**src/hw/rtl/d2i_pkg.sv**
```systemverilog
// Package for the double to integer saturating converter.
// Holds the mode codes, limit constants and the payload types; no dependencies.
`timescale 1ns / 1ps
`default_nettype none
package d2i_pkg;
   typedef enum logic [1:0] {
      MODE_S64 = 2'd0,
      MODE_U64 = 2'd1,
      MODE_S32 = 2'd2,
      MODE_NONE = 2'd3
   } mode_type;

   localparam logic [63:0] SGN64_MAX = 64'h7fff_ffff_ffff_ffff;
   localparam logic [63:0] SGN64_MIN = 64'h8000_0000_0000_0000;
   localparam logic [63:0] ALL_ONES  = 64'hffff_ffff_ffff_ffff;
   localparam logic [63:0] SGN32_MAX = 64'h0000_0000_7fff_ffff;
   localparam logic [63:0] SGN32_MIN = 64'hffff_ffff_8000_0000;
   localparam logic [10:0] EXP_BIAS  = 11'd1023;
   localparam logic [10:0] EXP_ALL   = 11'h7ff;

   typedef struct packed {
      logic [1:0]  command;
      logic [63:0] value_bits;
   } req_type;

   typedef struct packed {
      logic [63:0] result_bits;
   } rsp_type;

   // Decoded operand passed from the decode logic to the saturation logic.
   typedef struct packed {
      logic [1:0]  command;
      logic        neg;
      logic        nan;
      logic        big;
      logic [63:0] mag;
   } dec_type;
endpackage
`default_nettype wire

```
**src/hw/rtl/d2i_if.sv**
```systemverilog
// Valid/ready channel interface carrying one payload.
// Depends on nothing; the payload type is set by the instantiating scope.
`timescale 1ns / 1ps
`default_nettype none
interface d2i_if #(parameter type payload_type = logic) (input wire logic clock);
   logic        valid;
   logic        ready;
   payload_type payload;
   modport source (output valid, output payload, input ready);
   modport sink   (input valid, input payload, output ready);
endinterface
`default_nettype wire

```
**src/hw/rtl/d2i_decode.sv**
```systemverilog
// Decodes the binary64 operand into sign, NaN, overflow and truncated magnitude.
// Depends on d2i_pkg.
`timescale 1ns / 1ps
`default_nettype none
module d2i_decode (
   input  wire logic [1:0]     command,
   input  wire logic [63:0]    value_bits,
   output d2i_pkg::dec_type    dec
);
   logic [10:0] expo;
   logic [51:0] frac;
   logic [52:0] sig;
   logic [10:0] k;

   always_comb begin
      expo = value_bits[62:52];
      frac = value_bits[51:0];
      sig = {1'b1, frac};
      k = expo - d2i_pkg::EXP_BIAS;
      dec.command = command;
      dec.neg = value_bits[63];
      dec.nan = (expo == d2i_pkg::EXP_ALL) && (frac != 52'd0);
      dec.big = 1'b0;
      dec.mag = 64'd0;
      if (expo == d2i_pkg::EXP_ALL) begin
         dec.big = 1'b1;
         dec.mag = d2i_pkg::ALL_ONES;
      end else if (expo < d2i_pkg::EXP_BIAS) begin
         dec.mag = 64'd0;
      end else if (k >= 11'd64) begin
         dec.big = 1'b1;
         dec.mag = d2i_pkg::ALL_ONES;
      end else if (k >= 11'd52) begin
         dec.mag = {11'd0, sig} << (k[5:0] - 6'd52);
      end else begin
         dec.mag = {11'd0, sig} >> (6'd52 - k[5:0]);
      end
   end
endmodule
`default_nettype wire

```
**src/hw/rtl/d2i_saturate.sv**
```systemverilog
// Applies the per-mode saturation rules to a decoded operand.
// Depends on d2i_pkg.
`timescale 1ns / 1ps
`default_nettype none
module d2i_saturate (
   input  wire d2i_pkg::dec_type dec,
   output logic [63:0]           result_bits
);
   logic [63:0] s64;
   logic [63:0] s32;
   logic [63:0] neg_mag;

   always_comb begin
      neg_mag = 64'd0 - dec.mag;
      if (dec.nan) s64 = d2i_pkg::SGN64_MIN;
      else if (!dec.neg) s64 = (dec.big || dec.mag[63]) ? d2i_pkg::SGN64_MAX : dec.mag;
      else if (dec.big || dec.mag[63]) s64 = d2i_pkg::SGN64_MIN;
      else s64 = neg_mag;

      if (dec.nan) s32 = d2i_pkg::SGN32_MIN;
      else if (!dec.neg)
         s32 = (dec.big || dec.mag >= d2i_pkg::SGN32_MAX) ? d2i_pkg::SGN32_MAX : dec.mag;
      else if (dec.big || dec.mag >= 64'h8000_0000) s32 = d2i_pkg::SGN32_MIN;
      else s32 = neg_mag;

      unique case (d2i_pkg::mode_type'(dec.command))
         d2i_pkg::MODE_S64: result_bits = s64;
         d2i_pkg::MODE_U64: begin
            if (!dec.nan && !dec.neg) result_bits = dec.big ? d2i_pkg::ALL_ONES : dec.mag;
            else result_bits = s64;
         end
         d2i_pkg::MODE_S32: result_bits = s32;
         default: result_bits = 64'd0;
      endcase
   end
endmodule
`default_nettype wire

```
**src/hw/rtl/double_to_integer_saturating_convert_core.sv**
```systemverilog
// Top level of the double to integer saturating converter.
// Depends on d2i_pkg, d2i_if, d2i_decode and d2i_saturate.
//
//   channel   direction   payload
//   req       in          command[1:0], value_bits[63:0]
//   rsp       out         result_bits[63:0]
//
// Each transfer passes through the input register, then the result register.
// Decode and saturation both sit between the two; one item moves per cycle unless
// rsp stalls. Reset clears both valid flags. A stalled rsp holds its stage; a
// stage loads whenever it is empty or the stage after it moves.
`timescale 1ns / 1ps
`default_nettype none
module double_to_integer_saturating_convert_core (
   input wire logic clock,
   input wire logic reset,
   d2i_if.sink      req,
   d2i_if.source    rsp
);
   logic             in_vld_ff, in_vld_in;
   d2i_pkg::req_type in_ff;
   logic             out_vld_ff, out_vld_in;
   logic [63:0]      out_ff;
   logic             out_load, in_load;
   d2i_pkg::dec_type dec;
   logic [63:0]      res;

   d2i_decode u_dec (
      .command(in_ff.command), .value_bits(in_ff.value_bits), .dec(dec));
   d2i_saturate u_sat (.dec(dec), .result_bits(res));

   always_comb begin
      out_load = !out_vld_ff || rsp.ready;
      in_load = !in_vld_ff || out_load;
      req.ready = in_load;
      in_vld_in = in_load ? req.valid : in_vld_ff;
      out_vld_in = out_load ? in_vld_ff : out_vld_ff;
      rsp.valid = out_vld_ff;
      rsp.payload.result_bits = out_ff;
   end

   always_ff @(posedge clock) begin
      if (reset) begin
         in_vld_ff <= 1'b0;
         out_vld_ff <= 1'b0;
      end else begin
         in_vld_ff <= in_vld_in;
         out_vld_ff <= out_vld_in;
      end
      if (in_load) in_ff <= req.payload;
      if (out_load) out_ff <= res;
   end
endmodule
`default_nettype wire

```
**src/flat_wrapper.sv**
```systemverilog
// flat-port wrapper written by rule: the top's interface ports become plain ports
module double_to_integer_saturating_convert_core_flat 
  (clock, reset, req_valid, req_payload, req_ready, rsp_valid, rsp_payload, rsp_ready);
  d2i_if #(.payload_type(d2i_pkg::req_type)) req_i (.clock(clock));
  d2i_if #(.payload_type(d2i_pkg::rsp_type)) rsp_i (.clock(clock));
  input wire logic clock;
  input wire logic reset;
  input wire logic [$bits(req_i.valid)-1:0] req_valid;
  input wire logic [$bits(req_i.payload)-1:0] req_payload;
  output wire logic [$bits(req_i.ready)-1:0] req_ready;
  output wire logic [$bits(rsp_i.valid)-1:0] rsp_valid;
  output wire logic [$bits(rsp_i.payload)-1:0] rsp_payload;
  input wire logic [$bits(rsp_i.ready)-1:0] rsp_ready;
  assign req_i.valid = req_valid;
  assign req_i.payload = req_payload;
  assign req_ready = req_i.ready;
  assign rsp_valid = rsp_i.valid;
  assign rsp_payload = rsp_i.payload;
  assign rsp_i.ready = rsp_ready;
  double_to_integer_saturating_convert_core u_core (.clock(clock), .reset(reset), .req(req_i), .rsp(rsp_i));
endmodule
```
**config.mk**
```make
export PLATFORM = sky130hd
export DESIGN_NAME = double_to_integer_saturating_convert_core_flat
export DESIGN_NICKNAME = d
export VERILOG_FILES = /design/src/hw/rtl/d2i_pkg.sv /design/src/hw/rtl/d2i_if.sv /design/src/hw/rtl/d2i_decode.sv /design/src/hw/rtl/d2i_saturate.sv /design/src/hw/rtl/double_to_integer_saturating_convert_core.sv /design/src/flat_wrapper.sv
export SDC_FILE = /design/constraint.sdc
export NUM_CORES = 1
export LEC_CHECK = 0
export BUFFER_PORTS_ARGS = -buffer_cell sky130_fd_sc_hd__buf_2
export CORE_AREA = 2 2 201 203
export CTS_CLUSTER_DIAMETER = 100
export DETAILED_ROUTE_END_ITERATION = 10
export DIE_AREA = 0 0 203 205
export SYNTH_ARGS = -nofsm -noshare
export SYNTH_HDL_FRONTEND = slang
export SYNTH_SLANG_ARGS = --single-unit
```
**constraint.sdc**
```tcl
create_clock -name clock -period 12.3 [get_ports clock]
set_clock_uncertainty 0.2 [all_clocks]
set_input_delay 1.23 -clock clock [delete_from_list [all_inputs] [get_ports clock]]
set_output_delay 1.23 -clock clock [all_outputs]
set_load 0.01 [all_outputs]
```
## After elaboration in Yosys (flattened, before gate mapping)

Index checks and enable logic that the tools add are counted.

| word-level totals | value |
|---|---|
| memory bits (read-only) | 0 |
| word-level logic and storage cells | 49 |
| bits in writable memories | 0 |
| memories | 0 |
| bits in latches | 0 |
| register bits | 132 |

| cells by class | value |
|---|---|
| equality and inequality tests | 3 |
| mux-type cells | 17 |
| bitwise operators | 0 |
| $add $sub $neg | 4 |
| $mul | 0 |
| reductions and logical operators | 13 |
| $lt $le $gt $ge | 5 |
| shift-type cells | 2 |
| divide/modulo/power cells | 0 |

Operators with widths:

| kind | number |
|---|---|
| two-way mux 64 bit | 13 |
| case mux 64 bit (3 select lines) | 1 |
| two-way mux 65 bit | 1 |
| >= comparator 64 x 31 -> 1 bit, second input constant | 1 |
| >= comparator 64 x 32 -> 1 bit, second input constant | 1 |
| left shift 53 x 6 -> 64 bit | 1 |
| right shift 53 x 6 -> 64 bit | 1 |
| subtractor 1 x 64 -> 64 bit, first input constant | 1 |
| nonzero test 52 bit | 1 |
| == test 11 bit, second input constant | 1 |
| >= comparator 11 x 6 -> 1 bit, second input constant | 1 |
| >= comparator 11 x 7 -> 1 bit, second input constant | 1 |
| < comparator 11 x 10 -> 1 bit, second input constant | 1 |
| subtractor 11 x 10 -> 11 bit, second input constant | 1 |
| subtractor 6 bit, first input constant | 1 |
| subtractor 6 bit, second input constant | 1 |
| logical OR 1 bit | 5 |
| zero test 1 bit | 4 |
| == test 2 x 1 -> 1 bit, second input constant | 1 |
| == test 2 bit, second input constant | 1 |
| logical AND 1 bit | 2 |
| zero test 2 bit | 1 |
| two-way mux 1 bit | 2 |

## Logic depth before layout (Yosys ltp)

Gate-level depths: netlist (run 1).

| logic depth | value |
|---|---|
| depth after elaboration | 13 |
| mapped depth | 33 |
| gate-level depth less buffers | 20 |

## By module

Synthesis (run 1) repeated with hierarchy kept, for this count alone.

| unflattened totals | value |
|---|---|
| cells, all modules | 1728 |
| area total of the unflattened synthesis | 15178.3 um^2 |

By module, submodules not included:

| module | area each (um^2) | times used | cells an instance |
|---|---|---|---|
| d2i_decode | 8385.5 | 1 | 1122 |
| double_to_integer_saturating_convert_core | 3975.1 | 1 | 138 |
| d2i_saturate | 2817.7 | 1 | 468 |

## Worst setup path before layout (run 1)

Ideal clock, no wire load.

| path | value |
|---|---|
| path type | reg2reg |
| start point | register u_core.in_ff[52] (netlist name) |
| end point | register u_core.out_ff[52] (netlist: u_core.rsp.payload[52]), data pin |
| clock period less this slack | 6852 ps |
| cell stages (with the launch flop) | 32 |
| library setup time | 261 ps |
| setup slack | 5448 ps |
| arrival | 6391 ps |
| cells stage by stage | edfxtp_1 buf_4 clkinv_1 buf_2 buf_2 buf_2 buf_2 buf_2 ha_1 buf_6 buf_8 buf_8 buf_8 buf_8 buf_8 buf_4 mux4_2 mux4_2 a221o_1 a21o_1 nand2_1 ha_1 inv_1 a311oi_1 nor3b_1 a22o_1 buf_2 nand3_4 buf_2 nor4b_1 o21ai_0 o311a_1 |

| between the ends | value |
|---|---|
| word-level cells in the longest chain between the ends | 13 |
| elaborated cells on any way between the ends | 35 |

RTL lines:

| what | line | text |
|---|---|---|
| start, declared | double_to_integer_saturating_convert_core.sv:21 | `d2i_pkg::req_type in_ff;` |
| start signal, assigned | double_to_integer_saturating_convert_core.sv:50 | `if (in_load) in_ff <= req.payload;` |
| subtractor 11 x 10 -> 11 bit | d2i_decode.sv:19 | `k = expo - d2i_pkg::EXP_BIAS;` |
| subtractor 6 bit (on tied branches) | d2i_decode.sv:36, d2i_decode.sv:34 |  |
| right shift 53 x 6 -> 64 bit or left shift 53 x 6 -> 64 bit (tied branches) | d2i_decode.sv:36, d2i_decode.sv:34 |  |
| two-way mux 64 bit | d2i_decode.sv:33 | `end else if (k >= 11'd52) begin` |
| two-way mux 64 bit | d2i_decode.sv:30 | `end else if (k >= 11'd64) begin` |
| two-way mux 64 bit | d2i_decode.sv:28 | `end else if (expo < d2i_pkg::EXP_BIAS) begin` |
| two-way mux 65 bit | d2i_decode.sv:25 | `if (expo == d2i_pkg::EXP_ALL) begin` |
| subtractor 1 x 64 -> 64 bit (tied with other cells) | d2i_saturate.sv:14 | `neg_mag = 64'd0 - dec.mag;` |
| two-way mux 64 bit (tied with other cells) | d2i_saturate.sv:17 | `else if (dec.big \|\| dec.mag[63]) s64 = d2i_pkg::SGN64_MIN;` |
| two-way mux 64 bit (on tied branches) | d2i_saturate.sv:16, d2i_saturate.sv:22, d2i_saturate.sv:23 |  |
| two-way mux 64 bit (on tied branches) | d2i_saturate.sv:15, d2i_saturate.sv:21 |  |
| two-way mux 64 bit (on tied branches) | d2i_saturate.sv:29, d2i_saturate.sv:20 |  |
| case mux 64 bit (3 select lines) (*) | d2i_saturate.sv:26 | `unique case (d2i_pkg::mode_type'(dec.command))` |
| net u_core.res[52] | double_to_integer_saturating_convert_core.sv:26 | `logic [63:0] res;` |
| end signal, assigned | double_to_integer_saturating_convert_core.sv:51 | `if (out_load) out_ff <= res;` |
| end, declared | double_to_integer_saturating_convert_core.sv:23 | `logic [63:0] out_ff;` |

The timed path passes the listed nets; every way through them passes the cells marked *.
A chain may end at the register's enable or synchronous reset.

## Worst setup path in the final report (run 1)

| path | value |
|---|---|
| start point | register u_core.in_ff[52] (netlist name) |
| end point | register u_core.out_ff[62] (netlist: u_core.rsp.payload[62]), data pin |

Same word-level chain as after synthesis.

==> results by group, run 1 <==
Logic synthesis
  • Cells after synthesis: roughly 1900
  • #FFs+latches synth: 132
  • Async SR Flop Fraction: 0%
  • Synth Area in Adders: less than 1%
  • Synth Area in Simple Gates: around 18%
  • Largest cells by area after synthesis: edfxtp_1 (22%), mux4_2 (13%), mux2i_1 (7.6%), mux2_2 (5.5%), nand2_1 (3.7%)
  • Synth area leader: edfxtp_1
  • Post-synth EDFFs: 130
  • Synthesized area: ~17000 sq um
  • Netlist cell types: about 120
  • Top-area cell type share of the netlist area: 22.33%
  • Synth Area per Inst: 9.109 sq um
  • Compound-Gate Fraction of Synth Area: 24.12%
  • Post-synthesis sequential area ratio: between 20% and 30%
  • Ys Warns: 0
  • Syn Nets: between 1500 and 2000
  • Top_reg_cell synth: edfxtp_1
  • Post-synthesis mux area share: approximately a quarter
  • Largest family of logic cells by synthesized area: multiplexers
  • Xor/xnor share of the synthesized area: 1.618%

Global route
  • Number of global-route vias before repair: about 17000
  • GRT Total Usage: roughly 38%
  • Total gr overflow: 0
  • Initial antenna violation count: 0
  • Largest net degree at the start of global routing: slightly below 80
  • Global-route wire length before repair: between 100000 and 150000 um

Worst setup path
  • Crit path DAT: about 8800 ps
  • Origin of the critical flop-to-flop path: u_core.in_ff[52]
  • Startpoint Class: register
  • R2R cell count: 23
  • CP endpoint kind: register
  • Critical Path Source: u_core.in_ff[52]
  • Worst endpoint required time: around 12000 ps
  • Critical path class: reg2reg
  • Crit path max fanout: a little over 50

Hold path
  • WHS Path Cells: 2
  • Min-Delay Path Class: reg2reg
  • Hold Crit Start: u_core.in_vld_ff

Drt
  • DRC errors left: 0
  • Routed WL per cell: roughly 32 um
  • Vias per inst: around 7.3
  • Initial DRC count: around 2300
  • Total number of vias: approximately 18000
  • Total wire length: around 79000 um
  • Routed Antenna Nets: 0
  • Drt pass-1 iters: 7

Finish
  • Post-layout util: 47.80%
  • Net count, final: 1988
  • Share of cells above drive strength 1: 25.08%
  • Synth-to-Final Area Change: 7.652%
  • Number of diodes: 0

STA
  • Worst slew margin: 18.00%
  • Final setup TNS: 0 ps
  • Max Slew Vio Count: 0
  • Worst slew pin tran: 1214 ps
  • RSZ-0062 raised after global routing: false
  • Final Cycle Share: a little under three quarters
  • Fmax achieved: roughly 110 MHz
  • Fin crit period: a little under 9000 ps
  • Setup-failing EPs final: 0
  • Hold Vio Cnt, Final: 0

Floorplanning
  • Die Y: about 210 um
  • Starting Density: 44.40%
  • Area of the core: ~39000 sq um
  • Site Rows: 73
  • Die area: between 40000 and 50000 sq um
  • Number of I/O pins: roughly 140
  • DIE WIDTH: 203 um

Placed design
  • IO Port Bufs: roughly 140
  • HPWL after detailed placement: 58770 um
  • GPL Wtd Cong: around 1

Clock tree
  • H-tree depth: 4
  • Sinks on Clock Net: roughly 130
  • Num CTS Buffers: 17
  • Cts repair resizes: 0
  • Clk buf depth: 2
  • CTS Root Cell: clkbuf_16
  • CTS tree: built
  • Worst-Skew Late Latency: 480 ps
  • Clock slew at reported path FFs: ~70 ps
  • Post-CTS Repair Setup Buffers: 0
  • Cts hold-fix bufs: 0

Power
  • Tot Pwr: between 2 and 2.5 mW
  • Internal power component: roughly 1.3 mW
  • Static leakage: 6.874 nW
  • P per Cell Area: between 100 and 150 nW/um^2
  • Switching share of power: a little under half
  • NetSw: around 1.0 mW
  • Clock Power Share: 23.1%
  • Worst vdd ir: about 0.11 mV
  • Comb pwr share: approximately half
  • Share of power burned in registers: between 20% and 30%

Run
  • Max Cap Viol: 0

Status
  • Status: finished, final reports clean
## power by group through the flow
stage | Sequential (mW) | Clock (mW) | Combinational [mW]
finish | 0.601 | 0.534 | 1.18
global route | 0.603 | 0.558 | 1.22
CTS | 0.599 | 0.541 | 1.13
detailed placement | 0.608 | 0 | 1.13
global placement | 0.607 | 0 | 1.13
floorplan | 0.593 | 0 | 0.763
## synthesized netlist by cell type, types with 12 or more instances
library cell,instances
a211oi_1,51
o21ai_0,76
nand4_1,20
a21oi_1,99
nand3_1,57
a21o_1,14
buf_1,25
clkbuf_1,87
nor2_1,134
a22oi_1,16
nor3_1,70
xnor2_1,14
edfxtp_1,130
o2111ai_1,12
mux2i_1,133
nand2_1,170
nor2b_1,12
mux4_2,101
a31o_2,14
a221oi_1,15
a211o_1,17
mux2_2,86
or3_1,14
a31oi_1,25
o21ai_1,16
o21a_1,17
nor4_1,24
nand2b_1,15
o22ai_1,31
buf_2,67
inv_1,17
o211ai_1,35
## layer usage
metal / global-route usage, % / vias to the layer above / wire [um]
li1: - / 7662 / -
met1: 49.03 / 8670 / 31290
met2: 57.46 / 1224 / 34230
met3: 7.954 / 284 / 7590
met4: 23.25 / 0 / 5601
met5: 0 / - / 0
## stage by stage
stage / instance area, sq um / hold slack [ps] / cells / setup WS, ps
after global routing: 18820 / 411.3 / 2447 / 2942
final: 18820 / 350.1 / 2447 / 3526
after CTS: 18820 / 348.9 / 2447 / 3683
after floorplan: 17480 / 263.1 / 1919 / 5448
after global placement: 18220 / 313.2 / 2415 / 4002
after detailed placement: 18220 / 338.1 / 2415 / 3734
## cell type report
| cell class | instances | area [sq um] |
|---|---|---|
| clock buffers | 17 | 425.4 |
| multi-input cells | 1559 | 12540 |
| clock inverters | 15 | 171.4 |
| flip-flops and latches | 132 | 3944 |
| repair buffers | 177 | 991.0 |
| fillers | 3800 | 20550 |
| well taps | 525 | 656.9 |
| inverters | 22 | 85.08 |
## state kept, by name (all words and copies together), names as in the netlist
signal and count:
u_core.in_ff 66, u_core.rsp.payload 64, u_core.in_vld_ff 1, u_core.rsp.valid 1
## final timing paths
| kind | endpoint | slack [ps] |
|---|---|---|
| max | u_core.rsp.payload[62] | 3530 |
| min | u_core.rsp.valid | 350 |
| max reg2reg | u_core.rsp.payload[62] | 3530 |
| min reg2reg | u_core.rsp.valid | 350 |
## worst max-delay path, stage by stage, from the launching register on
cell and delay [ps]:
edfxtp_1 320, buf_4 430, ha_1 700, xor2_4 190
buf_4 620, inv_4 440, ha_1 400, o2111a_1 270
a21oi_1 120, buf_4 280, nand2_1 580, mux4_2 700
a221o_1 410, a21o_1 210, nand2_1 110, ha_1 180
inv_1 80, a311oi_1 360, nor3b_1 240, a22o_1 460
nand3_4 310, nor4_1 480, a21oi_1 130, o21a_1 220
## placed cells by master (no fill, tap or decap), drive strengths merged, types with 23 or more instances in the layout
master  synthesis  final
buf           118    177
a31oi          25     25
o211ai         36     36
o21ai          92     92
o22ai          31     31
nor3           72     72
mux2i         133    133
a211oi         54     54
nand2         170    170
nand3          61     61
a21oi          99     99
mux2           91     91
inv            19     26
nor2          137    137
nor4           28     28
mux4          102    102
nand4          23     23
edfxtp        130    130
## logic make-up (layout without fill, tap and decap cells)
| group | Yosys count | after routing |
|---|---|---|
| and+or+nand+nor | 614 | 614 |
| AOI/OAI and AO/OA | 583 | 583 |
| muxes | 326 | 326 |
| buffers and inverters | 228 | 231 |
| DFF | 132 | 132 |
| xor gates and xnor gates | 27 | 27 |
| adders and majority gates | 9 | 9 |
Power figures use the tool's default switching activity.
==> inputs of run 2 (changes only) <==
- clock period: 12.3 -> 8.7 ns (I/O delays scaled with it)
==> results by group, run 2 (synthesis results as in run 1) <==
Power
  • Switching share of power: 44.93% (-0.31 points)
  • Static leakage: 6.924 nW (+0.73%)
  • Comb pwr share: 51.6% (+0.7 points)
  • Share of power burned in registers: 26.2% (+0.2 points)
  • Clock Power Share: 22.3% (-0.8 points)
  • Internal power component: 1.790 mW (+41%)
  • NetSw: 1.460 mW (+40%)
  • Worst vdd ir: 0.1592 mV (+45%)
  • P per Cell Area: 172.0 nW/um^2 (+40%)

Drt
  • Initial DRC count: 2459 (+7.2%)
  • Routed Antenna Nets: 0 (unchanged)
  • Met1 Routed Length: 31030 um (-0.85%)
  • Vias per inst: 7.333 (+0.58%)
  • Drt pass-1 iters: 7 (unchanged)
  • Routed wire length on met2: 34160 um (-0.20%)
  • DRC errors left: 0 (unchanged)
  • Routed WL per cell: 31.84 um (-1.0%)
  • Total wire length: 78400 um (-0.40%)
  • Highest routed layer: met5
  • Met3 routed WL: 8083 um (+6.5%)
  • Total number of vias: 18050 (+1.2%)

Finish
  • Design area: 18900 sq um (+0.46%)
  • Non-Filler Instances: 2462 (+0.61%)
  • Net count, final: 2003 (+0.75%)
  • Number of diodes: 0 (unchanged)
  • Share of cells above drive strength 1: 25.66% (+0.58 points)
  • FF+latch area: 3944 sq um (unchanged)
  • Most frequent cells in the layout: nand2_1 (169), buf_2 (135), nor2_1 (133), mux2i_1 (133), edfxtp_1 (130)
  • Area of the multi-input gates: 12530 sq um (about the same)
  • Synth-to-Final Area Change: 8.146%
  • Number of flip-flops in the largest register: 66 (unchanged)
  • Most common cell after layout, fill and taps aside: nand2_1
  • # fillers: 3775 (-0.66%)
  • Largest Register: u_core.in_ff

STA
  • Max Slew Vio Count: 0 (unchanged)
  • Final setup TNS: 0 ps (unchanged)
  • Final Cycle Share: 85.49% (+14 points)
  • Setup-failing EPs final: 0 (unchanged)
  • Fin crit period: 7437 ps (-1336 ps)
  • Worst slew margin: 26.82% (+8.8 points)
  • Fmax achieved: 134.5 MHz (+18%)
  • Worst slew pin tran: 1084 ps (-130.1 ps)
  • Hold Vio Cnt, Final: 0 (unchanged)
  • RSZ-0062 raised after global routing: false

Floorplanning
  • Site Rows: 73 (unchanged)
  • Area of the core: 39370 sq um (unchanged)
  • DIE WIDTH: 203 um (unchanged)
  • Starting Density: 44.40% (unchanged)
  • Number of I/O pins: 136 (unchanged)
  • Die Y: 205 um (unchanged)
  • Die area: 41620 sq um (unchanged)

Global route
  • GRT Total Usage: 37.59% (-0.11 points)
  • Largest net degree at the start of global routing: 72 (-7.7%)
  • Number of global-route vias before repair: 16450 (-1.4%)
  • Global-route wire length before repair: 114100 um (-0.71%)
  • Total gr overflow: 0 (unchanged)
  • Initial antenna violation count: 1 (+1)

Worst setup path
  • Crit-path max cell delay: 900 ps (+200 ps)
  • CP max stage cell: ha_4
  • Startpoint Class: register
  • Worst endpoint required time: 8680 ps (-3640 ps)
  • Crit path DAT: 7420 ps (-1380 ps)
  • Crit path max fanout: 60 (+18%)
  • CP endpoint kind: register
  • Critical path class: reg2reg
  • Crit-path cells: ha_4, and2_1, a221oi_1, o21ai_0, xnor2_2, buf_4, mux2_2, o2111ai_1, a21oi_1, ha_1, inv_1, a311oi_1, nor3b_1, a22o_1, nand3_4, nor4b_1, xor2_1, a211oi_1

Placed design
  • Placed insts: 2430 (+0.62%)
  • GPL Wtd Cong: 1.031 (+2.7%)
  • Post-DP Area: 18320 sq um (+0.56%)
  • HPWL after detailed placement: 59170 um (+0.67%)
  • IO Port Bufs: 135 (unchanged)

Clock tree
  • Clk buf depth: 2 (unchanged)
  • Cts repair resizes: 0 (unchanged)
  • Sinks on Clock Net: 132 (unchanged)
  • Cts hold-fix bufs: 0 (unchanged)
  • Clock slew at reported path FFs: 60 ps (about the same)
  • Num CTS Buffers: 17 (unchanged)
  • H-tree depth: 4 (unchanged)
  • CTS tree: built
  • Post-CTS Repair Setup Buffers: 0 (unchanged)
  • CTS Root Cell: clkbuf_16
  • Worst-Skew Late Latency: 490 ps (about the same)

Hold path
  • Min-Delay Path Class: reg2reg

Status
  • Status: finished, final reports clean

Run
  • Max Cap Viol: 0 (unchanged)
run 2: changes by cell type in the layout (fill, tap and decap cells not counted), moves of 2 or more:
cell / change
buf_4: +15
clkinvlp_4: +4
clkinv_4: -3
clkinv_2: +2
inv_6: -2
run 2: layer usage:
| metal | vias to the layer above | GRT usage [%] |
|---|---|---|
| met1 | 8747 | 49.45 |
| met5 | - | 0.3571 |
| met3 | 298 | 8.097 |
| met4 | 2 | 21.27 |
| met2 | 1306 | 57.34 |
| li1 | 7700 | - |
run 2: power by group through the flow:
| stage | clock (mW) | combinational, mW | sequential (mW) |
|---|---|---|---|
| detailed placement | 0 | 1.60 | 0.861 |
| CTS | 0.750 | 1.61 | 0.848 |
| finish | 0.723 | 1.68 | 0.851 |
| global placement | 0 | 1.61 | 0.858 |
| global route | 0.769 | 1.73 | 0.854 |
| floorplan | 0 | 1.08 | 0.838 |
run 2: per-stage QoR:
stage	hold slack, ps	util (%)	setup slack, ps	power (mW)
after floorplan	263.1	-	1848	1.917
after global placement	311.7	46.54	1577	2.464
after detailed placement	336.2	46.54	1557	2.461
after CTS	297.5	48.02	1540	3.204
after global routing	323.4	48.02	1068	3.358
final	336.1	48.02	1263	3.250
run 2: layout make-up:
type | instances | share of cell area (%)
Clock buffer | 17 | 2.250
Timing Repair Buffer | 192 | 5.838
Clock inverter | 15 | 0.8274
Multi-Input combinational cell | 1559 | 66.30
Tap cell | 525 | 3.475
Inverter | 22 | 0.4501
Sequential cell | 132 | 20.86
run 2: worst max-delay path: cells and delay by family, from the launching register on:
kind	cells	cell delay, ps
simple gates	4	1610
buf+inv	2	500
fa+ha+maj	2	1160
flops	1	590
mux	1	250
xor+xnor	2	360
compound gates	7	2340
run 2: path summary, 6_finish.rpt:
path | start | cells past startpoint | endpoint | slack, ps
max reg2reg | u_core.in_ff[53] | 18 | u_core.rsp.payload[50] | 1260
min | u_core.in_vld_ff | 2 | u_core.rsp.valid | 340
max | u_core.in_ff[53] | 18 | u_core.rsp.payload[50] | 1260
min reg2reg | u_core.in_vld_ff | 2 | u_core.rsp.valid | 340
